<file path="config.mk">
export PLATFORM = sky130hd
export DESIGN_NAME = pxp_pos
export DESIGN_NICKNAME = d
export VERILOG_FILES = /design/src/pxp_pkg.sv /design/src/pxp_pos.sv
export SDC_FILE = /design/constraint.sdc
export NUM_CORES = 1
export LEC_CHECK = 0
export ABC_AREA = 1
export BUFFER_PORTS_ARGS = -buffer_cell sky130_fd_sc_hd__buf_2
export CORE_MARGIN = 4
export CORE_UTILIZATION = 40
export DETAILED_ROUTE_END_ITERATION = 6
export PLACE_DENSITY = 0.69
export SLEW_MARGIN = 40
export SYNTH_ARGS = -nofsm -noshare
export SYNTH_HDL_FRONTEND = slang
export SYNTH_SLANG_ARGS = --single-unit
</file>
<file path="constraint.sdc">
create_clock -name clk_i -period 9 [get_ports clk_i]
set_input_delay 1.8 -clock clk_i [delete_from_list [all_inputs] [get_ports clk_i]]
set_output_delay 1.8 -clock clk_i [all_outputs]
set_load 0.01 [all_outputs]
</file>
<file path="src/pxp_pkg.sv">
package pxp_pkg;

  localparam int unsigned FRAME_W   = 19;
  localparam int unsigned PATTERN_W = 8;
  localparam int unsigned COUNT_W   = 8;

  localparam logic [COUNT_W-1:0] COUNT_MAX  = 8'hFF;
  localparam logic [COUNT_W-1:0] COUNT_ZERO = 8'h00;

  typedef enum logic [0:0] {
    OP_ACCUM = 1'b0,
    OP_TICK  = 1'b1
  } op_e;

  typedef struct packed {
    op_e                  op;
    logic [PATTERN_W-1:0] pattern_value;
  } in_word_t;

  typedef struct packed {
    logic [COUNT_W-1:0] run_count;
    logic               frame_last;
  } out_word_t;

  // per-pixel update command handed from position tracking to the update stage
  typedef struct packed {
    logic fill;
    logic tick;
    logic pat_nz;
    logic last;
  } issue_t;

endpackage

</file>
<file path="src/pxp_pos.sv">
module pxp_pos #(
  parameter int unsigned MAX_PIXELS = 262144,
  parameter int unsigned AW         = 18
) (
  input  logic                        clk_i,
  input  logic                        rst_ni,
  input  logic                        cfg_we_i,
  input  logic [pxp_pkg::FRAME_W-1:0] cfg_data_i,
  input  logic                        accept_i,
  input  pxp_pkg::in_word_t           word_i,
  output logic                        issue_o,
  output pxp_pkg::issue_t             cmd_o,
  output logic [AW-1:0]               addr_o
);
  import pxp_pkg::*;

  localparam int unsigned SW = (AW + 1 > FRAME_W) ? AW + 1 : FRAME_W;
  localparam logic [SW-1:0] SIZE_MAX = SW'(MAX_PIXELS);
  localparam logic [SW-1:0] SIZE_ONE = SW'(1);

  logic [FRAME_W-1:0] frame_pixels_q;
  logic [AW-1:0]      pos_q, pos_d;
  logic               filled_q, filled_d;
  logic               first_q, first_d;

  logic [SW-1:0] size_raw, size_eff, pos_inc;
  logic          ignore, fill, last;

  always_comb begin
    size_raw = SW'(frame_pixels_q);
    if (size_raw == '0) begin
      size_eff = SIZE_ONE;
    end else if (size_raw > SIZE_MAX) begin
      size_eff = SIZE_MAX;
    end else begin
      size_eff = size_raw;
    end
    pos_inc = SW'(pos_q) + SIZE_ONE;
    last    = (pos_inc >= size_eff);
    ignore  = !filled_q && !first_q && (word_i.op == OP_TICK);
    fill    = first_q || (!filled_q && (word_i.op == OP_ACCUM));

    pos_d    = pos_q;
    filled_d = filled_q;
    first_d  = first_q;
    if (accept_i && !ignore) begin
      pos_d = last ? '0 : pos_inc[AW-1:0];
      if (fill && last) begin
        first_d  = 1'b0;
        filled_d = 1'b1;
      end else if (fill) begin
        first_d = 1'b1;
      end
    end
  end

  always_ff @(posedge clk_i or negedge rst_ni) begin
    if (!rst_ni) begin
      frame_pixels_q <= FRAME_W'(262144);
      pos_q          <= '0;
      filled_q       <= 1'b0;
      first_q        <= 1'b0;
    end else begin
      if (cfg_we_i) begin
        frame_pixels_q <= cfg_data_i;
      end
      pos_q    <= pos_d;
      filled_q <= filled_d;
      first_q  <= first_d;
    end
  end

  assign issue_o       = accept_i && !ignore;
  assign addr_o        = pos_q;
  assign cmd_o.fill    = fill;
  assign cmd_o.tick    = (word_i.op == OP_TICK);
  assign cmd_o.pat_nz  = (word_i.pattern_value != '0);
  assign cmd_o.last    = last;

endmodule

</file>
==> impl_metrics.csv, run 1 <==
group,metric,value,unit
status,status,"finished, final reports clean",
routing,wire_per_inst,12.6,um
routing,totalWireLength,6.26,mm
routing,drtAntennaViolNets,0,
routing,first_pass_iters,4,
global_route,grt_pass1_vias,2327,
floorplanning,die_width,90.0,um
sta,rsz0062_at_grt,"false",
sta,finClkSkew,0.00351,ns
worst_setup_path,cpLargestDelayFamily,"simple AND/OR/NAND/NOR gates",
synthesis,synthCells,369,
synthesis,syn_area,2690,sq um
synthesis,synth_top_area_share,35.4,%
sta,fin_crit_sh,53.2,%
routing,viasPerCell,4.89,
power_and_ir_drop,power-per-cell-area,150,nW/um^2
floorplanning,fp-row-count,29,
sta,finalCriticalPeriod,4.79,ns
global_route,grt_max_degree,40,
sta,hold_viol,0,
power_and_ir_drop,leakagePower,1.67,nW
sta,tightest_slew,0.703,ns
run,cap_viol_max_count,0,
final_layout,area_growth,15.0,%
floorplanning,ios,55,
clocking,cts_inserted_buffers,5,
global_route,antenna_found_initial,0,
routing,drt_iter0_drc,76,
sta,max_freq,209,MHz
floorplanning,start_util,41.9,%
worst_setup_path,worstPathRequired,7.20,ns
synthesis,synth_edf_count,0,
floorplanning,die_h,90.0,um
final_layout,stdcell_area,3090,sq um
worst_setup_path,critPathMaxFanout,16,
sta,finalSetupViolations,0,
worst_setup_path,path_cells,"ha_1 -> nand3_2 -> nor2_4 -> nand2_2 -> inv_1 -> nand2_1 -> nor4_1 -> ha_1 -> a21oi_1 -> o21ai_0 -> nor2_1 -> nand3_2 -> buf_2",
floorplanning,die-area,8100,sq um
final_layout,num-nets-final,471,
synthesis,ys_seq_area_share,36.3,%
floorplanning,core,6420,sq um
final_layout,drive_gt1_share,21.4,%
clocking,cts_hold_buf,0,
final_layout,multi_input_area,1480,sq um
synthesis,ys_types,32,
final_layout,final-seq-area,977,sq um
synthesis,ys_warn_count,0,
worst_setup_path,max_stage_delay,0.47,ns
placed_design,gp_congestion,0.857,
placed_design,place_hpwl,4.91,mm
global_route,grt_pass1_wl,10.8,mm
worst_hold_path,hp-class,"reg -> reg",
routing,drc_errors,0,
sta,timing.slew.headroom,53.1,%
synthesis,synth.ff_latch_count,39,
clocking,cts_root_buf,"clkbuf_8",
global_route,grt_use_total,16.1,%
clocking,clockBufferDepth,2,
synthesis,syn_avg_cell_area,7.29,sq um
synthesis,yosysTopAreaCell,"dfrtp_1",
clocking,htree_levels,2,
clocking,cts_tree,"yes",
synthesis,async_reset_ff_share,100,%
clocking,clock_sinks,39,
routing,vias,2428,
synthesis,synth_ff_type,"dfrtp_1",
worst_setup_path,path_class,"reg -> out",
synthesis,synth_area_leaders,"dfrtp_1 (35%), nand2_1 (18%), ha_1 (9.3%), inv_1 (6.0%), nor2_1 (3.8%)",
sta,hold_ws,0.486,ns
sta,tns,0,ns
clocking,clkTransAtPathRegs,0.07,ns
clocking,clock_latency,0.29,ns
sta,slew_viol_final,0,
worst_setup_path,worst-endpoint-arrival,2.99,ns
synthesis,syn-num-nets,421,
placed_design,port_buffers,54,
worst_setup_path,cp-end-kind,"output pin",
worst_setup_path,critPathSlowestCell,"dfrtp_1",
final_layout,diodes,0,
placed_design,postPlaceCellArea,3000,sq um
global_route,overflow,0,
clocking,post_cts_resized,0,
clocking,cts_setup_buffers,0,
final_layout,fill_cells,638,
worst_setup_path,worst-path-buf-inv,2,
worst_setup_path,startpoint_type,"flip-flop",
power_and_ir_drop,irDropWorstVdd,0.0938,mV
[worst paths after layout]
path	endpoint	slack [ns]	from	cells after the start
max	cmd_o[0]	4.21	addr_o[0]	13
min	filled_q	0.49	filled_q	2
max reg2reg	addr_o[13]	6.21	addr_o[0]	13
min reg2reg	filled_q	0.49	filled_q	2
max in group asynchronous	frame_pixels_q[18]	7.17	rst_ni	1
min in group asynchronous	addr_o[11]	1.46	rst_ni	1
[tightest hold or removal path, stage by stage (launching register included)]
cell	delay (ns)
dfrtp_1	0.34
inv_1	0.05
nand2_1	0.06
[cells in the final DEF, fill, tap and decap left out, types with 3 or more instances in the layout]
| master | count |
|---|---|
| a21oi_1 | 10 |
| o21ai_1 | 14 |
| nand4_1 | 10 |
| nand3_1 | 5 |
| dfrtp_1 | 38 |
| clkbuf_8 | 6 |
| inv_1 | 43 |
| nor2_4 | 3 |
| nand2_1 | 130 |
| nand3_2 | 3 |
| nand2_2 | 7 |
| buf_2 | 53 |
| o21ai_0 | 17 |
| mux2_2 | 5 |
| nor4_1 | 4 |
| ha_1 | 20 |
| nor2_1 | 27 |
| xor2_1 | 4 |
[state kept, by name (all words and copies together) (netlist names)]
register / flops
filled_q: 1
first_q: 1
addr_o: 18
frame_pixels_q: 19
[logic make-up (layout without fill, tap and decap cells)]
family | Yosys count | after routing | share of synthesized area [%]
AND/OR/NAND/NOR | 195 | 195 | 31.5
buffers and inverters | 57 | 108 | 8.70
AO/OA/AOI/OAI | 46 | 46 | 9.21
flip-flops | 39 | 39 | 36.3
adder cells (fa/ha/maj) | 20 | 20 | 9.31
XOR/XNOR | 7 | 7 | 2.84
multiplexers | 5 | 5 | 2.09
[cells in the mapped netlist, drive strengths merged (5+ instances only)]
library cell	instances
inv	45
dfrtp	38
clkbuf	6
buf	6
o21ai	31
a21oi	11
nor2	32
ha	20
mux2	5
nand4	10
nand2	137
nand3	8
[per-layer routing]
metal | wire (um) | up-vias | GRT usage, %
met5 | 0 | - | 0
met4 | 38 | 0 | 3.57
met3 | 392 | 4 | 4.84
met2 | 2870 | 77 | 26.2
met1 | 2960 | 1077 | 21.1
li1 | - | 1270 | -
[cell type report]
cell class / count / area share (%)
multi-input cells: 273 / 47.8
well taps: 77 / 3.12
inverters: 45 / 5.46
flip-flops and latches: 39 / 31.6
clock inverters: 1 / 0.162
repair buffers: 55 / 9.07
clock buffers: 7 / 2.79
[power by group]
| part | leakage, nW | internal, W | switching (W) |
|---|---|---|---|
| sequential | 0.494 | 0.000193 | 0.0000229 |
| clock | 0.0482 | 0.0000619 | 0.0000606 |
| combinational | 1.12 | 0.0000520 | 0.0000736 |
[stage by stage]
stage | instances | setup WS (ns) | total power [W] | utilization, %
floorplan | 369 | 4.79 | 0.000301 | -
global placement | 489 | 4.61 | 0.000343 | 46.7
global route | 497 | 3.91 | 0.000500 | 48.1
finish | 497 | 4.21 | 0.000464 | 48.1
CTS | 497 | 4.21 | 0.000470 | 48.1
detailed placement | 489 | 4.53 | 0.000347 | 46.7
No activity file was read; power rests on OpenSTA's default activity.
==> run 2, diff against run 1 <==
==> constraint.sdc (replaced) <==
create_clock -name clk_i -period 4.6 [get_ports clk_i]
set_input_delay 0.92 -clock clk_i [delete_from_list [all_inputs] [get_ports clk_i]]
set_output_delay 0.92 -clock clk_i [all_outputs]
set_load 0.01 [all_outputs]
==> run 2 against run 1 <==
  * Total power up 110%
  * Cell count unchanged
  * Combinational power up 96%
  * Flip-flop and latch count unchanged
  * Wire length up 0.73%
==> impl_metrics.csv, run 2 (synthesis gave the netlist of run 1 again) <==
group,metric,value,unit
worst_setup_path,worstReg2RegStart,"addr_o[0]",
clocking,cts_root_buf,"clkbuf_8",
global_route,grt_max_degree,40,
worst_setup_path,path_class,"reg -> out",
worst_hold_path,hold_depth,2,
clocking,htree_levels,2,
final_layout,final_core_utilization,48.5,%
clocking,cts_inserted_buffers,5,
placed_design,pre_cts_ws,0.982,ns
floorplanning,die_h,90.0,um
final_layout,num-nets-final,471,
worst_setup_path,critPathMaxFanout,16,
final_layout,regMostFlops,"frame_pixels_q",
routing,drt_iter0_drc,122,
worst_hold_path,hp-class,"reg -> reg",
placed_design,gp_congestion,0.818,
global_route,gr-max-usage-layer,"met2",
global_route,met3_usage,3.92,%
worst_setup_path,worst-path-buf-inv,2,
sta,timing.slew.headroom,55.8,%
sta,tns,0,ns
final_layout,fill_cells,637,
clocking,clkTransAtPathRegs,0.08,ns
placed_design,port_buffers,54,
sta,setup_slack,0.684,ns
sta,rsz0062_at_grt,"false",
clocking,cts_hold_buf,0,
power_and_ir_drop,power-per-cell-area,310,nW/um^2
status,status,"finished, final reports clean",
worst_setup_path,ff2ff_path_depth,13,
worst_hold_path,hp-start,"filled_q",
run,cap_viol_max_count,0,
global_route,grt_pass1_wl,10.9,mm
sta,tightest_slew,0.662,ns
final_layout,largest_reg_flops,19,
final_layout,layout_common_cells,"nand2_1 (130), buf_2 (53), inv_1 (43), dfrtp_1 (38), nor2_1 (27)",
clocking,post_cts_resized,0,
sta,slew_viol_final,0,
routing,first_pass_iters,4,
worst_hold_path,holdPathEnd,"filled_q",
final_layout,drive_gt1_share,21.7,%
power_and_ir_drop,irDropWorstVdd,0.177,mV
sta,finalSetupViolations,0,
clocking,cts_tree,"yes",
routing,viasPerCell,4.96,
clocking,clock_sinks,39,
routing,wire_per_inst,12.7,um
final_layout,diodes,0,
floorplanning,fp-row-count,29,
clocking,clockBufferDepth,2,
clocking,cts_setup_buffers,0,
routing,totalWireLength,6.31,mm
final_layout,area_growth,16.0,%
routing,drtAntennaViolNets,0,
clocking,clock_latency,0.29,ns
worst_setup_path,cp-end-kind,"output pin",
worst_setup_path,r2r-end,"addr_o[5]",
global_route,grt_use_met1,20.4,%
worst_setup_path,cpLargestDelayFamily,"simple AND/OR/NAND/NOR gates",
global_route,grt_use_total,16.2,%
sta,hold_viol,0,
worst_setup_path,reg2reg_slack,1.77,ns
worst_setup_path,worst-endpoint-arrival,3.00,ns
floorplanning,die_width,90.0,um
final_layout,final_common_cell,"nand2_1",
sta,finalCriticalPeriod,3.92,ns
sta,finClkSkew,0.0107,ns
floorplanning,start_util,41.9,%
global_route,grt_use_met2,28.1,%
worst_setup_path,critPathSlowestCell,"dfrtp_1",
global_route,antenna_found_initial,0,
power_and_ir_drop,p_total,0.000968,W
worst_setup_path,worstPathRequired,3.68,ns
power_and_ir_drop,leakagePower,1.68,nW
routing,vias,2466,
sta,fin_crit_sh,85.1,%
worst_setup_path,max_stage_delay,0.46,ns
floorplanning,ios,55,
floorplanning,die-area,8100,sq um
worst_setup_path,path_cells,"ha_1 -> nand3_2 -> nor2_4 -> nand2_2 -> inv_1 -> nand2_1 -> nor4_1 -> ha_1 -> a21oi_1 -> o21ai_0 -> nor2_1 -> nand3_2 -> buf_2",
global_route,overflow,0,
placed_design,place_hpwl,4.97,mm
sta,max_freq,255,MHz
floorplanning,core,6420,sq um
routing,drc_errors,0,
global_route,grt_pass1_vias,2435,
worst_setup_path,startpoint_type,"flip-flop",
[run 2: changes by cell type in the layout (fill, tap and decap cells not counted)]
cell       before  now
bufinv_16       0    1
clkbuf_1        1    0
[run 2: power breakdown]
part           internal (W)  leakage (nW)  switching, W
logic              0.000102          1.12      0.000145
clock network      0.000176        0.0612      0.000122
registers          0.000378         0.494     0.0000453
[run 2: worst max-delay path by stage]
stage / start / endpoint / cells after the start
final: addr_o[0] / cmd_o[0] / 13
after global routing: addr_o[0] / cmd_o[0] / 13
after CTS: addr_o[0] / cmd_o[0] / 13
after detailed placement: addr_o[0] / cmd_o[0] / 13
after global placement: addr_o[0] / cmd_o[0] / 13
after floorplan: addr_o[0] / cmd_o[0] / 14
[run 2: through the flow]
step                instances  cell area (sq um)  hold WS, ns
floorplan                 369               2690        0.448
global placement          489               3000        0.467
detailed placement        489               3000        0.475
CTS                       497               3120        0.495
global route              497               3120        0.528
finish                    497               3120        0.501
[run 2: worst reg2reg max path, stage by stage (launching register included)]
cell	delay (ns)
dfrtp_1	0.46
ha_1	0.24
nand3_2	0.14
nor2_4	0.17
nand2_2	0.08
inv_1	0.08
nand2_1	0.06
nor4_1	0.22
ha_1	0.31
a21oi_1	0.12
o21ai_0	0.09
nor2_1	0.16
nand3_2	0.32
o21ai_1	0.30
[run 2: layout make-up]
type                    instances  area [sq um]  share of cell area, %
clock buffers                   6          82.6                   2.65
clock inverters                 2          35.0                   1.12
inverters                      45           169                   5.42
multi-input cells             273          1480                   47.4
flip-flops and latches         39           977                   31.3
well taps                      77          96.3                   3.09
repair buffers                 55           280                   8.99
[run 2: per-layer routing]
metal | up-vias | share of wire, % | wire length, um
li1 | 1266 | - | -
met1 | 1138 | 48 | 3050
met2 | 55 | 46 | 2910
met3 | 7 | 4.5 | 281
met4 | 0 | 1.0 | 64
met5 | - | 0 | 0
==> run 3, diff against run 2 <==
--- a/config.mk
+++ b/config.mk
@@ -11,7 +11,7 @@
 export CORE_UTILIZATION = 40
 export DETAILED_ROUTE_END_ITERATION = 6
 export PLACE_DENSITY = 0.69
-export SLEW_MARGIN = 40
+export SLEW_MARGIN = 20
 export SYNTH_ARGS = -nofsm -noshare
 export SYNTH_HDL_FRONTEND = slang
 export SYNTH_SLANG_ARGS = --single-unit
==> constraint.sdc (replaced) <==
create_clock -name clk_i -period 4.6 [get_ports clk_i]
set_input_delay 1.15 -clock clk_i [delete_from_list [all_inputs] [get_ports clk_i]]
set_output_delay 1.15 -clock clk_i [all_outputs]
set_load 0.01 [all_outputs]
==> run 3 against run 2 <==
  * Non-clock buffer count rose by 1
  * First-iteration DRC count fell by 39%
  * Setup slack got worse by 0.13 ns
  * Clock power fell by 11%
  * Worst hold slack got worse by 0.0058 ns
  * Clock-buffer cell count rose by 1
  * Clock skew fell by 0.0046 ns
  * Critical endpoint unchanged
  * Flip-flop and latch count did not move
  * Maximum frequency fell by 3.1%
  * Total power fell by 3.3%
  * Cell count rose by 0.20%
==> impl_metrics.csv, run 3 (synthesis gave the netlist of run 1 again) <==
group,metric,value,unit
power_and_ir_drop,p_seq_share,45.4,%
clocking,cts_setup_buffers,0,
global_route,grt_use_total,16.2,%
final_layout,final-seq-area,977,sq um
global_route,antenna_found_initial,0,
sta,tns,0,ns
sta,hold_viol,0,
sta,slew_viol_final,0,
floorplanning,die_h,90.0,um
worst_setup_path,worstPathRequired,3.45,ns
final_layout,final_common_cell,"nand2_1",
power_and_ir_drop,switching_share,34.1,%
clocking,cts_hold_buf,0,
worst_setup_path,worstReg2RegStart,"addr_o[0]",
global_route,grt_pass1_vias,2428,
worst_setup_path,path_class,"reg -> out",
clocking,cts_root_buf,"clkbuf_8",
routing,viasPerCell,4.96,
power_and_ir_drop,power.switching,0.000319,W
worst_setup_path,cp-end-kind,"output pin",
power_and_ir_drop,irDropWorstVdd,0.175,mV
final_layout,drive_gt1_share,21.9,%
final_layout,fill_cells,635,
run,cap_viol_max_count,0,
routing,totalWireLength,6.31,mm
power_and_ir_drop,power.internal,0.000616,W
worst_setup_path,worstSetupStartpoint,"addr_o[0]",
global_route,overflow,0,
power_and_ir_drop,p_clk_share,28.2,%
sta,finalSetupViolations,0,
final_layout,instances_no_fill,498,
sta,finalCriticalPeriod,4.04,ns
sta,timing.slew.headroom,43.5,%
clocking,clock_sinks,39,
sta,max_freq,247,MHz
clocking,cts_inserted_buffers,5,
final_layout,largest_reg_flops,19,
routing,drc_errors,0,
final_layout,diodes,0,
final_layout,final_core_utilization,48.4,%
floorplanning,die_width,90.0,um
clocking,post_cts_resized,0,
worst_setup_path,reg2reg_slack,1.83,ns
floorplanning,die-area,8100,sq um
power_and_ir_drop,combPwrFrac,26.4,%
routing,first_pass_iters,4,
clocking,clock_latency,0.30,ns
final_layout,regMostFlops,"frame_pixels_q",
placed_design,gp_congestion,0.818,
worst_setup_path,r2r-end,"addr_o[12]",
sta,rsz0062_at_grt,"false",
global_route,grt_pass1_wl,10.9,mm
sta,finClkSkew,0.00609,ns
placed_design,place_hpwl,5.03,mm
routing,wire_per_inst,12.7,um
final_layout,area_growth,15.6,%
routing,drt_iter0_drc,75,
worst_setup_path,startpoint_type,"flip-flop",
worst_setup_path,worst-endpoint-arrival,2.89,ns
placed_design,dp.cells,490,
routing,vias,2471,
global_route,grt_max_degree,40,
placed_design,port_buffers,54,
floorplanning,start_util,41.9,%
final_layout,multi_input_area,1480,sq um
floorplanning,fp-row-count,29,
worst_setup_path,ff2ff_path_depth,15,
worst_hold_path,hp-class,"reg -> reg",
clocking,cts_tree,"yes",
power_and_ir_drop,leakagePower,1.67,nW
floorplanning,core,6420,sq um
power_and_ir_drop,p_total,0.000935,W
sta,tightest_slew,0.847,ns
routing,drtAntennaViolNets,0,
worst_setup_path,critPathMaxFanout,16,
final_layout,num-nets-final,472,
final_layout,layout_common_cells,"nand2_1 (130), buf_2 (54), inv_1 (43), dfrtp_1 (38), nor2_1 (27)",
floorplanning,ios,55,
sta,fin_crit_sh,87.9,%
clocking,clkTransAtPathRegs,0.08,ns
status,status,"finished, final reports clean",
worst_setup_path,endpoint,"cmd_o[0]",
clocking,htree_levels,2,
power_and_ir_drop,power-per-cell-area,301,nW/um^2
clocking,clockBufferDepth,2,
run 3: changes by cell type in the layout (fill, tap and decap cells not counted):
cell,change
bufinv_16,-1
clkinv_2,-1
buf_2,+1
clkbuf_8,+1
clkinvlp_4,+1
run 3: power groups by stage:
stage / logic, W / clock network, W / registers (W)
3_5_place_dp: 0.000250 / 0 / 0.000432
4_1_cts: 0.000251 / 0.000271 / 0.000425
6_report: 0.000247 / 0.000263 / 0.000425
5_1_grt: 0.000286 / 0.000283 / 0.000431
3_3_place_gp: 0.000245 / 0 / 0.000430
2_1_floorplan: 0.000162 / 0 / 0.000428
run 3: worst max-delay path, cell delays in order, from the launching register on:
cell and delay [ns]:
dfrtp_1 0.48, ha_1 0.24, nand3_2 0.14, inv_1 0.13, nand2_2 0.09, nor2_1 0.12, nand2_1 0.05, nand2_1 0.09
inv_1 0.05, ha_1 0.30, nand4_1 0.14, nor2_1 0.15, nand3b_1 0.12, nand3_2 0.09, buf_4 0.22, buf_2 0.17
run 3: layer usage:
layer	routed length (um)	up-vias	GRT usage, %
li1	-	1271	-
met1	3030	1135	20.7
met2	2900	59	27.8
met3	328	6	3.51
met4	49	0	4.46
met5	0	-	0
run 3: worst min-delay path by stage:
stage	startpoint	end	slack, ns	cells after the start
final	filled_q	filled_q	0.49	2
after CTS	filled_q	filled_q	0.50	2
after floorplan	filled_q	filled_q	0.45	2
after global placement	filled_q	filled_q	0.47	2
after detailed placement	filled_q	filled_q	0.48	2
after global routing	filled_q	filled_q	0.53	2
run 3: cell type report:
type                       count  share of cell area (%)
clock inverter                 1                   0.241
multi-input combinational    273                    47.5
clock buffer                   7                    3.10
inverter                      45                    5.43
tap                           77                    3.10
sequential                    39                    31.4
timing repair buffer          56                    9.18
run 3: through the flow:
stage	hold WS [ns]	area (sq um)	worst slack (ns)
floorplan	0.448	2690	1.04
global placement	0.466	3010	0.976
detailed placement	0.479	3010	0.897
CTS	0.499	3110	0.566
global route	0.525	3110	0.289
finish	0.495	3110	0.557
