## src/pxp_pkg.sv

```systemverilog
package pxp_pkg;

  localparam int unsigned FRAME_W   = 19;
  localparam int unsigned PATTERN_W = 8;
  localparam int unsigned COUNT_W   = 8;

  localparam logic [COUNT_W-1:0] COUNT_MAX  = 8'hFF;
  localparam logic [COUNT_W-1:0] COUNT_ZERO = 8'h00;

  typedef enum logic [0:0] {
    OP_ACCUM = 1'b0,
    OP_TICK  = 1'b1
  } op_e;

  typedef struct packed {
    op_e                  op;
    logic [PATTERN_W-1:0] pattern_value;
  } in_word_t;

  typedef struct packed {
    logic [COUNT_W-1:0] run_count;
    logic               frame_last;
  } out_word_t;

  // per-pixel update command handed from position tracking to the update stage
  typedef struct packed {
    logic fill;
    logic tick;
    logic pat_nz;
    logic last;
  } issue_t;

endpackage

```

## src/pxp_upd.sv

```systemverilog
module pxp_upd #(
  parameter int unsigned AW = 18
) (
  input  logic                        clk_i,
  input  logic                        rst_ni,
  input  logic                        load_i,
  input  pxp_pkg::issue_t             cmd_i,
  input  logic [AW-1:0]               addr_i,
  output logic                        take_o,
  input  logic [pxp_pkg::COUNT_W-1:0] rd_data_i,
  output logic                        wr_en_o,
  output logic [AW-1:0]               wr_addr_o,
  output logic [pxp_pkg::COUNT_W-1:0] wr_data_o,
  output logic                        out_valid_o,
  input  logic                        out_stall_i,
  output pxp_pkg::out_word_t          out_word_o
);
  import pxp_pkg::*;

  logic               s1_valid_q;
  issue_t             s1_cmd_q;
  logic [AW-1:0]      s1_addr_q;
  logic               fwd_q;
  logic [COUNT_W-1:0] fwd_data_q;
  logic               out_valid_q;
  out_word_t          out_word_q;

  logic               s1_adv;
  logic [COUNT_W-1:0] cur, next;

  assign s1_adv = s1_valid_q && (!out_valid_q || !out_stall_i);
  assign take_o = !s1_valid_q || s1_adv;

  // a write leaving this stage in the same cycle as the read is forwarded
  assign cur = fwd_q ? fwd_data_q : rd_data_i;

  always_comb begin
    if (s1_cmd_q.fill) begin
      next = COUNT_MAX;
    end else if (!s1_cmd_q.tick) begin
      if (!s1_cmd_q.pat_nz) begin
        next = COUNT_ZERO;
      end else if (cur == COUNT_MAX) begin
        next = COUNT_MAX;
      end else begin
        next = cur + COUNT_W'(1);
      end
    end else begin
      if (cur == COUNT_MAX) begin
        next = COUNT_MAX;
      end else if (s1_cmd_q.pat_nz) begin
        next = cur + COUNT_W'(1);
      end else begin
        next = COUNT_ZERO;
      end
    end
  end

  always_ff @(posedge clk_i or negedge rst_ni) begin
    if (!rst_ni) begin
      s1_valid_q  <= 1'b0;
      out_valid_q <= 1'b0;
    end else begin
      if (take_o) begin
        s1_valid_q <= load_i;
      end
      if (s1_adv) begin
        out_valid_q <= 1'b1;
      end else if (!out_stall_i) begin
        out_valid_q <= 1'b0;
      end
    end
  end

  always_ff @(posedge clk_i) begin
    if (load_i) begin
      s1_cmd_q   <= cmd_i;
      s1_addr_q  <= addr_i;
      fwd_q      <= s1_adv && (s1_addr_q == addr_i);
      fwd_data_q <= next;
    end
    if (s1_adv) begin
      out_word_q.run_count  <= next;
      out_word_q.frame_last <= s1_cmd_q.last;
    end
  end

  assign wr_en_o     = s1_adv;
  assign wr_addr_o   = s1_addr_q;
  assign wr_data_o   = next;
  assign out_valid_o = out_valid_q;
  assign out_word_o  = out_word_q;

endmodule

```

## config.mk

```make
export PLATFORM = sky130hd
export DESIGN_NAME = pxp_upd
export DESIGN_NICKNAME = d
export VERILOG_FILES = /design/src/pxp_pkg.sv /design/src/pxp_upd.sv
export SDC_FILE = /design/constraint.sdc
export NUM_CORES = 1
export LEC_CHECK = 0
export ABC_CLOCK_PERIOD_IN_PS = 4500
export BUFFER_PORTS_ARGS = -buffer_cell sky130_fd_sc_hd__buf_2
export CORE_ASPECT_RATIO = 1.5
export CORE_UTILIZATION = 40
export CTS_CLUSTER_SIZE = 20
export DETAILED_ROUTE_END_ITERATION = 10
export PLACE_DENSITY = 0.74
export SLEW_MARGIN = 20
export SYNTH_ARGS = -nofsm -noshare
export SYNTH_HDL_FRONTEND = slang
export SYNTH_SLANG_ARGS = --single-unit
```

## constraint.sdc

```tcl
create_clock -name clk_i -period 4.5 [get_ports clk_i]
set_input_delay 0.45 -clock clk_i [delete_from_list [all_inputs] [get_ports clk_i]]
set_output_delay 0.45 -clock clk_i [all_outputs]
set_load 0.01 [all_outputs]
```

==> qor.yml, run 1 <==
final_layout:
  n_fill_cell: 386
  instances_no_fill: 241
  drive_gt1_share_pct: 43.08
  synthToLayoutAreaGrowth_pct: 28.61
  insertedDiodeCount: 0
  fin_nets: 229
worst_setup_path:
  reg2reg_slack_ps: 1940
  reg2reg_to: "fwd_data_q[3]"
  path_max_fanout: 12
  r2r_start: "fwd_q"
  crit_family: "flip-flops"
  worstPathRequired_ps: 4050
  arrival_ps: 2750
  cp_num_buf_inv: 3
  worst_path_most_repeated_cell: "inv_1"
  cpPeakStageDelay_ps: 700
  ff2ff_path_depth: 7
  crit_path_end_kind: "output port"
  startpoint_type: "flip-flop"
  crit_path_cell_trace: "mux2i_1 -> inv_1 -> ha_1 -> inv_1 -> nor4_1 -> a21oi_2 -> o21ai_0 -> buf_2"
  crit_type: "flip-flop to output port"
  crit_slowest_cell: "edfxtp_1"
timing:
  relSlewSlack_pct: 50.80
  fmax_ghz: 0.3126
  whs_ps: 336.7
  worst_pin_slew_ps: 738.0
  period_minus_slack_ps: 3199
  rsz0062_at_grt: "false"
  fin_ws_ps: 1301
  hold_viol: 0
  drv_slew: 0
  finalSetupTns_ps: 0
  setup_viol_count_final: 0
  skew_ps: 5.432
  period_share_pct: 71.09
status:
  violations: "DRC"
  status: "complete, but fails checks"
global_routing:
  grt_overflow: 0
  grtUsageTotal_pct: 16.12
  grt_max_degree: 33
  grt_pass1_vias: 1302
  antenna_found_initial: 0
  grt_pass1_wl_um: 5844
drt:
  dr.first_iter.drc_count: 63
  first_pass_iters: 7
  vias_per_cell: 5.183
  drcViolationCount: 12
  wl_per_cell_um: 15.05
  postRouteAntennaNets: 0
  num_vias: 1249
  postRouteWirelength_um: 3626
worst_hold_path:
  hold_end: "s1_cmd_q[3]"
  min_from: "cmd_i[3]"
  hp-class: "input port to flip-flop"
  hold_depth: 1
place:
  portBuffers: 71
  placedCellCount: 232
  place_ws_ps: 1627
  globalplace.congestion: 0.8495
  dp_hpwl_um: 2716
synth:
  seq_area_frac_synth_pct: 68.78
  synthTopCellsByCount: "edfxtp_1, xor2_1, xnor2_1"
  synth_seq_cells: 42
  synth_top_area_share_pct: 66.02
  syn_area_per_cell_um2: 15.68
  yosysWarningCount: 0
  synth_fa_ha_area_share_pct: 0.6878
  ys_types: 26
  synth_top_family_by_area: "XOR/XNOR gates"
  netlist_area_mm2: 0.001819
  synthXorXnorAreaFrac_pct: 11.55
  synthMuxAreaShare_pct: 4.814
  synth-simple-area-share_pct: 7.909
  synth_compound_area_share_pct: 4.814
  synth.area.top_cells: "edfxtp_1, xor2_1, xnor2_1, mux2i_1, dfrtp_1"
  synth_edf_count: 40
  synth_most_common_cell: "edfxtp_1"
  synthArstFlopShare_pct: 4.762
  synthFlopType: "edfxtp_1"
  synth_fp_nets: 151
  syn-instance-count: 116
  yosys.area.top_type: "edfxtp_1"
pwr:
  p_sw_share_pct: 23.95
  power_switching_w: 0.0002155
  seqPwrFrac_pct: 53.8
  intPower_w: 0.0006843
  power_frac_comb_pct: 14.2
  clock_power_share_pct: 32.0
  vdd_drop_max_v: 0.0002099
  leakage_nw: 0.9434
  power_density_mw_per_mm2: 384.5
floorplanning:
  start_util_pct: 42.49
  rows: 29
  die_y_um: 84.60
  pin_count: 72
  core_area_mm2: 0.004282
  die_w_um: 57.07
  design.die.area_mm2: 0.004827
cts:
  path_clk_slew_ps: 80
  post_cts_buffers: 0
  cts_root_buf: "clkbuf_8"
  cts-resized-gates: 0
  cts_buffers: 5
  clock_path_buffers: 2
  tritoncts: "yes"
  clock-sinks: 42
  htreeDepth: 2
  clock_latency_ps: 290
flow_run:
  cap_violations: 0
[power by group through the flow]
stage	Clock (W)	Sequential [W]	Combinational, W
6_report	0.000288	0.000484	0.000128
3_5_place_dp	0	0.000493	0.000128
3_3_place_gp	0	0.000493	0.000126
2_1_floorplan	0	0.000500	0.0000552
4_1_cts	0.000296	0.000485	0.000128
5_1_grt	0.000315	0.000488	0.000139
[cells by family (layout without fill, tap and decap cells)]
kind of cell / after synthesis / after routing
flops: 42 / 42
compound gates: 11 / 11
xor+xnor: 24 / 24
mux: 8 / 8
simple gates: 25 / 25
fa+ha+maj: 1 / 1
buf+inv: 5 / 84
[area by class of cell]
cell class                 count  area (um^2)  area share [%]
clock inverter                 3        40.04           1.711
clock buffer                   5        68.82           2.941
tap                           46        57.56           2.460
inverter                       4        15.01          0.6417
multi-input combinational     69        541.8           23.16
sequential                    42         1251           53.48
timing repair buffer          72        365.4           15.61
[through the flow]
stage	util [%]	cell area [um^2]	power, W
3_3_place_gp	51.87	2221	0.0006181
5_1_grt	54.65	2340	0.0009416
6_report	54.65	2340	0.0008997
2_1_floorplan	-	1819	0.0005554
3_5_place_dp	51.87	2221	0.0006202
4_1_cts	54.65	2340	0.0009090
[state kept, by name, summed over array words and instances (netlist names)]
signal       count
out_word_o       9
s1_cmd_q         4
wr_addr_o       18
fwd_data_q       8
s1_valid_q       1
fwd_q            1
out_valid_o      1
[layer usage]
metal / GRT usage [%] / vias to the layer above / part of all wire [%]
met4: 8.426 / 0 / 2.7
li1: - / 588 / -
met3: 4.160 / 9 / 6.9
met1: 17.23 / 580 / 39
met2: 28.56 / 72 / 51
met5: 0 / - / 0
[cells in the final DEF, fill, tap and decap left out, types with 5 or more instances in the layout]
cell type / count
buf_2: 71
clkbuf_8: 5
edfxtp_1: 40
mux2i_1: 6
nand3_1: 6
nor4_1: 5
o21ai_1: 5
xnor2_1: 8
xor2_1: 16
[what timing repair did]
item,in CTS,in global routing
endpoints found under the setup margin,0,0
hold buffers,1,0
endpoints found under the hold margin,2,0
[worst max-delay path by stage]
stage	startpoint	endpoint	slack, ps	depth (start not counted)
after floorplan	fwd_q	wr_data_o[3]	2220	8
after global placement	fwd_q	wr_data_o[3]	1770	8
after detailed placement	fwd_q	wr_data_o[3]	1630	8
after CTS	fwd_q	wr_data_o[3]	1290	8
after global routing	fwd_q	wr_data_o[3]	1080	8
final	fwd_q	wr_data_o[3]	1300	8
[worst reg2reg max path: stages (launching register included)]
cell      delay (ps)
edfxtp_1         700
mux2i_1          480
inv_1             90
ha_1             240
inv_1            110
nor4_1            70
a21oi_2          350
o21ai_0          230
(Power assumes the default switching activity.)
==> inputs of run 2 (changes only) <==
--- a/config.mk
+++ b/config.mk
@@ -5,13 +5,14 @@
 export SDC_FILE = /design/constraint.sdc
 export NUM_CORES = 1
 export LEC_CHECK = 0
-export ABC_CLOCK_PERIOD_IN_PS = 4500
+export ABC_AREA = 1
+export ABC_CLOCK_PERIOD_IN_PS = 2800
 export BUFFER_PORTS_ARGS = -buffer_cell sky130_fd_sc_hd__buf_2
 export CORE_ASPECT_RATIO = 1.5
 export CORE_UTILIZATION = 40
 export CTS_CLUSTER_SIZE = 20
 export DETAILED_ROUTE_END_ITERATION = 10
-export PLACE_DENSITY = 0.74
+export PLACE_DENSITY = 0.76
 export SLEW_MARGIN = 20
 export SYNTH_ARGS = -nofsm -noshare
 export SYNTH_HDL_FRONTEND = slang
==> constraint.sdc (replaced) <==
create_clock -name clk_i -period 2.8 [get_ports clk_i]
set_input_delay 0.28 -clock clk_i [delete_from_list [all_inputs] [get_ports clk_i]]
set_output_delay 0.28 -clock clk_i [all_outputs]
set_load 0.01 [all_outputs]
==> qor.yml, run 2 <==
status:
  status: "finished, final reports clean"
worst_hold_path:
  hold_end: "s1_cmd_q[2]"
  hold_depth: 1  # unchanged
  min_from: "cmd_i[2]"
  hp-class: "input port to flip-flop"
drt:
  num_vias: 1368  # +9.5%
  wl_per_cell_um: 11.79  # -22%
  dr.first_iter.drc_count: 31  # -51%
  postRouteAntennaNets: 0  # unchanged
  first_pass_iters: 4  # -3
  drcViolationCount: 0  # -12
  postRouteWirelength_um: 3596  # -0.83%
  vias_per_cell: 4.485  # -13%
synth:
  synthFlopType: "edfxtp_1"
  synth_most_common_cell: "edfxtp_1"
  ys_types: 25  # -3.8%
  synth_top_area_share_pct: 62.75  # -3.3 points
  synth_edf_count: 40  # unchanged
  netlist_area_mm2: 0.001914  # +5.2%
  synth.area.top_cells: "edfxtp_1, nand2_1, xnor2_1, nand2_2, inv_1"
  synth_fp_nets: 197  # +30%
  yosys.area.top_type: "edfxtp_1"
  synthArstFlopShare_pct: 4.762  # unchanged
  syn-instance-count: 162  # +40%
  yosysWarningCount: 0  # unchanged
  synth_seq_cells: 42  # unchanged
  synthTopCellsByCount: "edfxtp_1, nand2_1, inv_1, nand2_2, xnor2_1"
  seq_area_frac_synth_pct: 65.36  # -3.4 points
  syn_area_per_cell_um2: 11.82  # -25%
worst_setup_path:
  crit_path_end_kind: "output port"
  crit_path_cell_trace: "inv_1 -> nand2_1 -> nand2_2 -> ha_1 -> nand2_1 -> inv_2 -> nand3_2 -> nand2_2 -> inv_4 -> nand2_1 -> buf_2"
  crit_type: "flip-flop to output port"
  worst_path_most_repeated_cell: "nand2_1"
  arrival_ps: 2200  # -550 ps
  crit_slowest_cell: "edfxtp_1"
  cp_num_buf_inv: 4  # +1
  worstPathRequired_ps: 2520  # -1530 ps
  crit_family: "flip-flops"
  cpPeakStageDelay_ps: 610  # -90 ps
  crit_cells: 11  # +3
  r2r_start: "fwd_q"
  reg2reg_to: "out_word_o[6]"
  path_max_fanout: 11  # -1
  ff2ff_path_depth: 10  # +3
  startpoint_type: "flip-flop"
  reg2reg_slack_ps: 770  # -1170 ps
cts:
  htreeDepth: 2  # unchanged
  post_cts_buffers: 0  # unchanged
  clock_path_buffers: 2  # unchanged
  cts-resized-gates: 0  # unchanged
  clock-sinks: 42  # unchanged
  tritoncts: "yes"
  path_clk_slew_ps: 80  # about the same
  cts_root_buf: "clkbuf_8"
  clock_latency_ps: 290  # about the same
  cts_buffers: 5  # unchanged
global_routing:
  antenna_found_initial: 0  # unchanged
  grt_max_degree: 33  # unchanged
  grt_pass1_wl_um: 5658  # -3.2%
  grtUsageTotal_pct: 15.38  # -0.75 points
  grt_pass1_vias: 1363  # +4.7%
  grt_overflow: 0  # unchanged
final_layout:
  fin_util_pct: 53.55  # -1.1 points
  fin_nets: 275  # +20%
  regArea_mm2: 0.001251  # unchanged
  insertedDiodeCount: 0  # unchanged
  multiInputGateArea_um2: 580.6  # +7.2%
  largest_reg_flops: 18  # unchanged
  n_fill_cell: 420  # +8.8%
  final_area_mm2: 0.002432  # +4.0%
  drive_gt1_share_pct: 41.91  # -1.2 points
  synthToLayoutAreaGrowth_pct: 27.06
  final_common_cell: "buf_2"
  final_cell_mix: "buf_2, edfxtp_1, nand2_1"
floorplanning:
  start_util_pct: 42.15  # -0.34 points
  die_y_um: 86.73  # +2.5%
  pin_count: 72  # unchanged
  core_area_mm2: 0.004542  # +6.1%
  rows: 30  # +3.4%
  die_w_um: 58.49  # +2.5%
  design.die.area_mm2: 0.005072  # +5.1%
timing:
  rsz0062_at_grt: "false"
  relSlewSlack_pct: 52.55  # +1.7 points
  skew_ps: 5.637  # +0.2052 ps
  drv_slew: 0  # unchanged
  period_minus_slack_ps: 2481
  period_share_pct: 88.61
  worst_pin_slew_ps: 711.8  # -26.18 ps
  hold_viol: 0  # unchanged
  setup_viol_count_final: 0  # unchanged
  finalSetupTns_ps: 0  # unchanged
  whs_ps: 164.6  # -172.2 ps
  fmax_ghz: 0.4031
place:
  dp_hpwl_um: 2757  # +1.5%
  portBuffers: 71  # unchanged
  globalplace.congestion: 0.8012  # -5.7%
  place_area_mm2: 0.002341  # +5.4%
pwr:
  vdd_drop_max_v: 0.0003608  # +72%
  power_frac_comb_pct: 16.1  # +1.9 points
  seqPwrFrac_pct: 57.0  # +3.2 points
  clock_power_share_pct: 26.9  # -5.1 points
  power_switching_w: 0.0003448  # +60%
  intPower_w: 0.001012  # +48%
  leakage_nw: 1.080  # +14%
  total_power_w: 0.001356  # +51%
  power_density_mw_per_mm2: 557.7  # +45%
  p_sw_share_pct: 25.42  # +1.5 points
flow_run:
  cap_violations: 0  # unchanged
run 2: changes by cell type after synthesis, moves of 4 or more:
| cell | delta |
|---|---|
| nor4_1 | -5 |
| mux2i_1 | -6 |
| nor2_1 | +7 |
| xnor2_1 | +4 |
| nand2_1 | +34 |
| inv_1 | +11 |
| o21ai_1 | -4 |
| xor2_1 | -12 |
| nand2_2 | +15 |
run 2: how the worst max path moves through the flow:
stage / slack (ps) / to / startpoint
after floorplan: 1050 / fwd_data_q[5] / fwd_q
after global placement: 690 / wr_data_o[5] / fwd_q
after detailed placement: 620 / wr_data_o[5] / fwd_q
after CTS: 300 / wr_data_o[5] / fwd_q
after global routing: 80 / wr_data_o[7] / fwd_q
final: 320 / wr_data_o[5] / fwd_q
run 2: cells by family (layout without fill, tap and decap cells):
family / count (synthesis) / after routing / share of synthesized area (%)
simple gates: 77 / 77 / 19.87
flops: 42 / 42 / 65.36
buf+inv: 19 / 98 / 4.313
xor+xnor: 16 / 16 / 7.320
compound gates: 7 / 7 / 2.483
fa+ha+maj: 1 / 1 / 0.6535
run 2: area by class of cell:
type	count	share of cell area [%]
repair buffers	73	15.33
inverters	17	2.726
multi-input cells	101	23.87
clock buffers	6	2.984
well taps	64	3.292
flip-flops and latches	42	51.44
clock inverters	2	0.3601
run 2: layer usage:
layer / track usage, % / wire length, um / up-vias
li1: - / - / 689
met1: 15.30 / 1359 / 609
met2: 27.38 / 1875 / 60
met3: 4.478 / 242 / 10
met4: 9.524 / 119 / 0
met5: 0 / 0 / -
run 2: timing repair:
action | 4_1_cts | 5_1_grt
setup endpoints to repair | 0 | 0
hold buffers | 1 | 0
endpoints found under the hold margin | 2 | 0
run 2: stage by stage:
stage	instances	setup WS, ps
2_1_floorplan	162	1054
3_3_place_gp	296	693.3
3_5_place_dp	296	623.8
4_1_cts	305	298.0
5_1_grt	305	84.55
6_report	305	319.0
run 2: worst reg2reg max path, delay by kind of cell (launching register included):
family,cells,cell delay (ps)
flip-flops,1,610
AND/OR/NAND/NOR,6,580
buffers and inverters,3,390
adder cells (fa/ha/maj),1,200
run 2: power groups by stage:
stage	clock network [W]	registers [W]	logic (W)
after CTS	0.000381	0.000774	0.000223
after global routing	0.000400	0.000779	0.000244
final	0.000365	0.000773	0.000219
after floorplan	0	0.000799	0.000106
after global placement	0	0.000786	0.000218
after detailed placement	0	0.000787	0.000221
==> inputs of run 3 (changes only) <==
--- a/config.mk
+++ b/config.mk
@@ -9,10 +9,10 @@
 export ABC_CLOCK_PERIOD_IN_PS = 2800
 export BUFFER_PORTS_ARGS = -buffer_cell sky130_fd_sc_hd__buf_2
 export CORE_ASPECT_RATIO = 1.5
-export CORE_UTILIZATION = 40
+export CORE_UTILIZATION = 44
 export CTS_CLUSTER_SIZE = 20
 export DETAILED_ROUTE_END_ITERATION = 10
-export PLACE_DENSITY = 0.76
+export PLACE_DENSITY = 0.82
 export SLEW_MARGIN = 20
 export SYNTH_ARGS = -nofsm -noshare
 export SYNTH_HDL_FRONTEND = slang
==> qor.yml, run 3 (synthesis gave the netlist of run 2 again) <==
final_layout:
  drive_gt1_share_pct: 41.91  # unchanged
  largest_reg_flops: 18  # unchanged
  fin_nets: 275  # unchanged
  synthToLayoutAreaGrowth_pct: 25.88
  multiInputGateArea_um2: 580.6  # unchanged
  n_fill_cell: 378  # -10%
  final_cell_mix: "buf_2, edfxtp_1, nand2_1"
  regArea_mm2: 0.001251  # unchanged
  final_area_mm2: 0.002410  # -0.93%
  final_common_cell: "buf_2"
  insertedDiodeCount: 0  # unchanged
cts:
  htreeDepth: 2  # unchanged
  clock-sinks: 42  # unchanged
  cts_root_buf: "clkbuf_8"
  path_clk_slew_ps: 80  # about the same
  clock_latency_ps: 290  # about the same
  cts_buffers: 5  # unchanged
  clock_path_buffers: 2  # unchanged
  tritoncts: "yes"
drt:
  first_pass_iters: 6  # +2
  vias_per_cell: 4.767  # +6.3%
  wl_per_cell_um: 12.59  # +6.7%
  num_vias: 1368  # unchanged
  postRouteWirelength_um: 3612  # +0.44%
  postRouteAntennaNets: 0  # unchanged
  drcViolationCount: 0  # unchanged
  dr.first_iter.drc_count: 43  # +39%
worst_setup_path:
  startpoint_type: "flip-flop"
  crit_type: "flip-flop to output port"
  reg2reg_to: "fwd_data_q[7]"
  path_max_fanout: 11  # unchanged
  critPathLaunch: "fwd_q"
  reg2reg_slack_ps: 790  # +20 ps
  worstPathRequired_ps: 2520  # about the same
  ff2ff_path_depth: 10  # unchanged
  endpoint: "wr_data_o[7]"
  arrival_ps: 2200  # about the same
  crit_path_end_kind: "output port"
  r2r_start: "fwd_q"
floorplanning:
  pin_count: 72  # unchanged
  design.die.area_mm2: 0.004624  # -8.8%
  rows: 29  # -3.3%
  die_w_um: 55.86  # -4.5%
  core_area_mm2: 0.004209  # -7.3%
  start_util_pct: 45.48  # +3.3 points
  die_y_um: 82.79  # -4.5%
place:
  portBuffers: 71  # unchanged
  place_area_mm2: 0.002318  # -0.96%
  dp_hpwl_um: 2784  # +1.0%
  globalplace.congestion: 0.8065  # +0.66%
timing:
  finalSetupTns_ps: 0  # unchanged
  rsz0062_at_grt: "false"
  drv_slew: 0  # unchanged
  fmax_ghz: 0.4039  # +0.21%
  skew_ps: 6.617  # +0.9799 ps
  setup_viol_count_final: 0  # unchanged
  relSlewSlack_pct: 52.70  # +0.15 points
  period_share_pct: 88.42  # -0.18 points
  worst_pin_slew_ps: 709.6  # -2.253 ps
  hold_viol: 0  # unchanged
  period_minus_slack_ps: 2476  # -5.095 ps
global_routing:
  grt_pass1_wl_um: 5720  # +1.1%
  grt_overflow: 0  # unchanged
  grt_pass1_vias: 1368  # +0.37%
  grt_max_degree: 33  # unchanged
  antenna_found_initial: 0  # unchanged
  grtUsageTotal_pct: 16.54  # +1.2 points
pwr:
  vdd_drop_max_v: 0.0004744  # +31%
  leakage_nw: 1.080  # unchanged
  total_power_w: 0.001359  # +0.17%
  power_density_mw_per_mm2: 563.8  # +1.1%
status:
  status: "finished, final reports clean"
worst_hold_path:
  hp-class: "input port to flip-flop"
flow_run:
  cap_violations: 0  # unchanged
run 3: worst min-delay path by stage:
stage / startpoint / endpoint / slack (ps) / cells after the start
2_1_floorplan: rst_ni / out_valid_o / -20 / 0
3_3_place_gp: rst_ni / out_valid_o / 70 / 1
3_5_place_dp: rst_ni / out_valid_o / 70 / 1
4_1_cts: cmd_i[3] / s1_cmd_q[3] / 160 / 1
5_1_grt: cmd_i[2] / s1_cmd_q[2] / 150 / 1
6_report: cmd_i[2] / s1_cmd_q[2] / 170 / 1
run 3: layer usage:
layer	wire, um	GRT usage (%)	vias to the layer above
met3	200	4.186	7
li1	-	-	691
met2	1971	32.41	49
met4	80	8.537	0
met1	1359	16.00	621
met5	0	0	-
run 3: power by group:
group          total [W]  internal [W]  switching (W)  leakage [nW]
registers       0.000774      0.000748      0.0000261         0.406
logic           0.000219     0.0000925       0.000127         0.631
clock network   0.000366      0.000171       0.000194        0.0426
total            0.00136       0.00101       0.000347          1.08
run 3: critical path, cell delays in order, from the launching register on:
cell and delay, ps:
edfxtp_1 620, inv_1 190, nand2_1 120, nand2_2 60, ha_1 210, nand2_1 140
inv_2 70, nand3_2 90, nand2_2 60, inv_4 100, nand2_1 100, buf_2 150
run 3: what timing repair did:
item                      4_1_cts  5_1_grt
gates resized for setup         0        0
hold endpoints to repair        2        0
hold buffers                    1        0
buffers inserted                0        0
run 3: per-stage QoR:
step / instances / utilization (%) / hold WS, ps / setup slack (ps)
4_1_cts: 287 / 57.25 / 159.9 / 302.1
3_5_place_dp: 278 / 55.08 / 70.08 / 630.5
6_report: 287 / 57.25 / 167.4 / 324.1
2_1_floorplan: 162 / - / -15.59 / 1054
5_1_grt: 287 / 57.25 / 151.2 / 75.39
3_3_place_gp: 278 / 55.08 / 65.23 / 707.3
run 3: layout make-up:
cell class | instances | share of cell area [%]
clock buffers | 6 | 3.011
clock inverters | 2 | 0.3634
inverters | 17 | 2.752
multi-input cells | 101 | 24.09
flip-flops and latches | 42 | 51.92
well taps | 46 | 2.388
repair buffers | 73 | 15.47
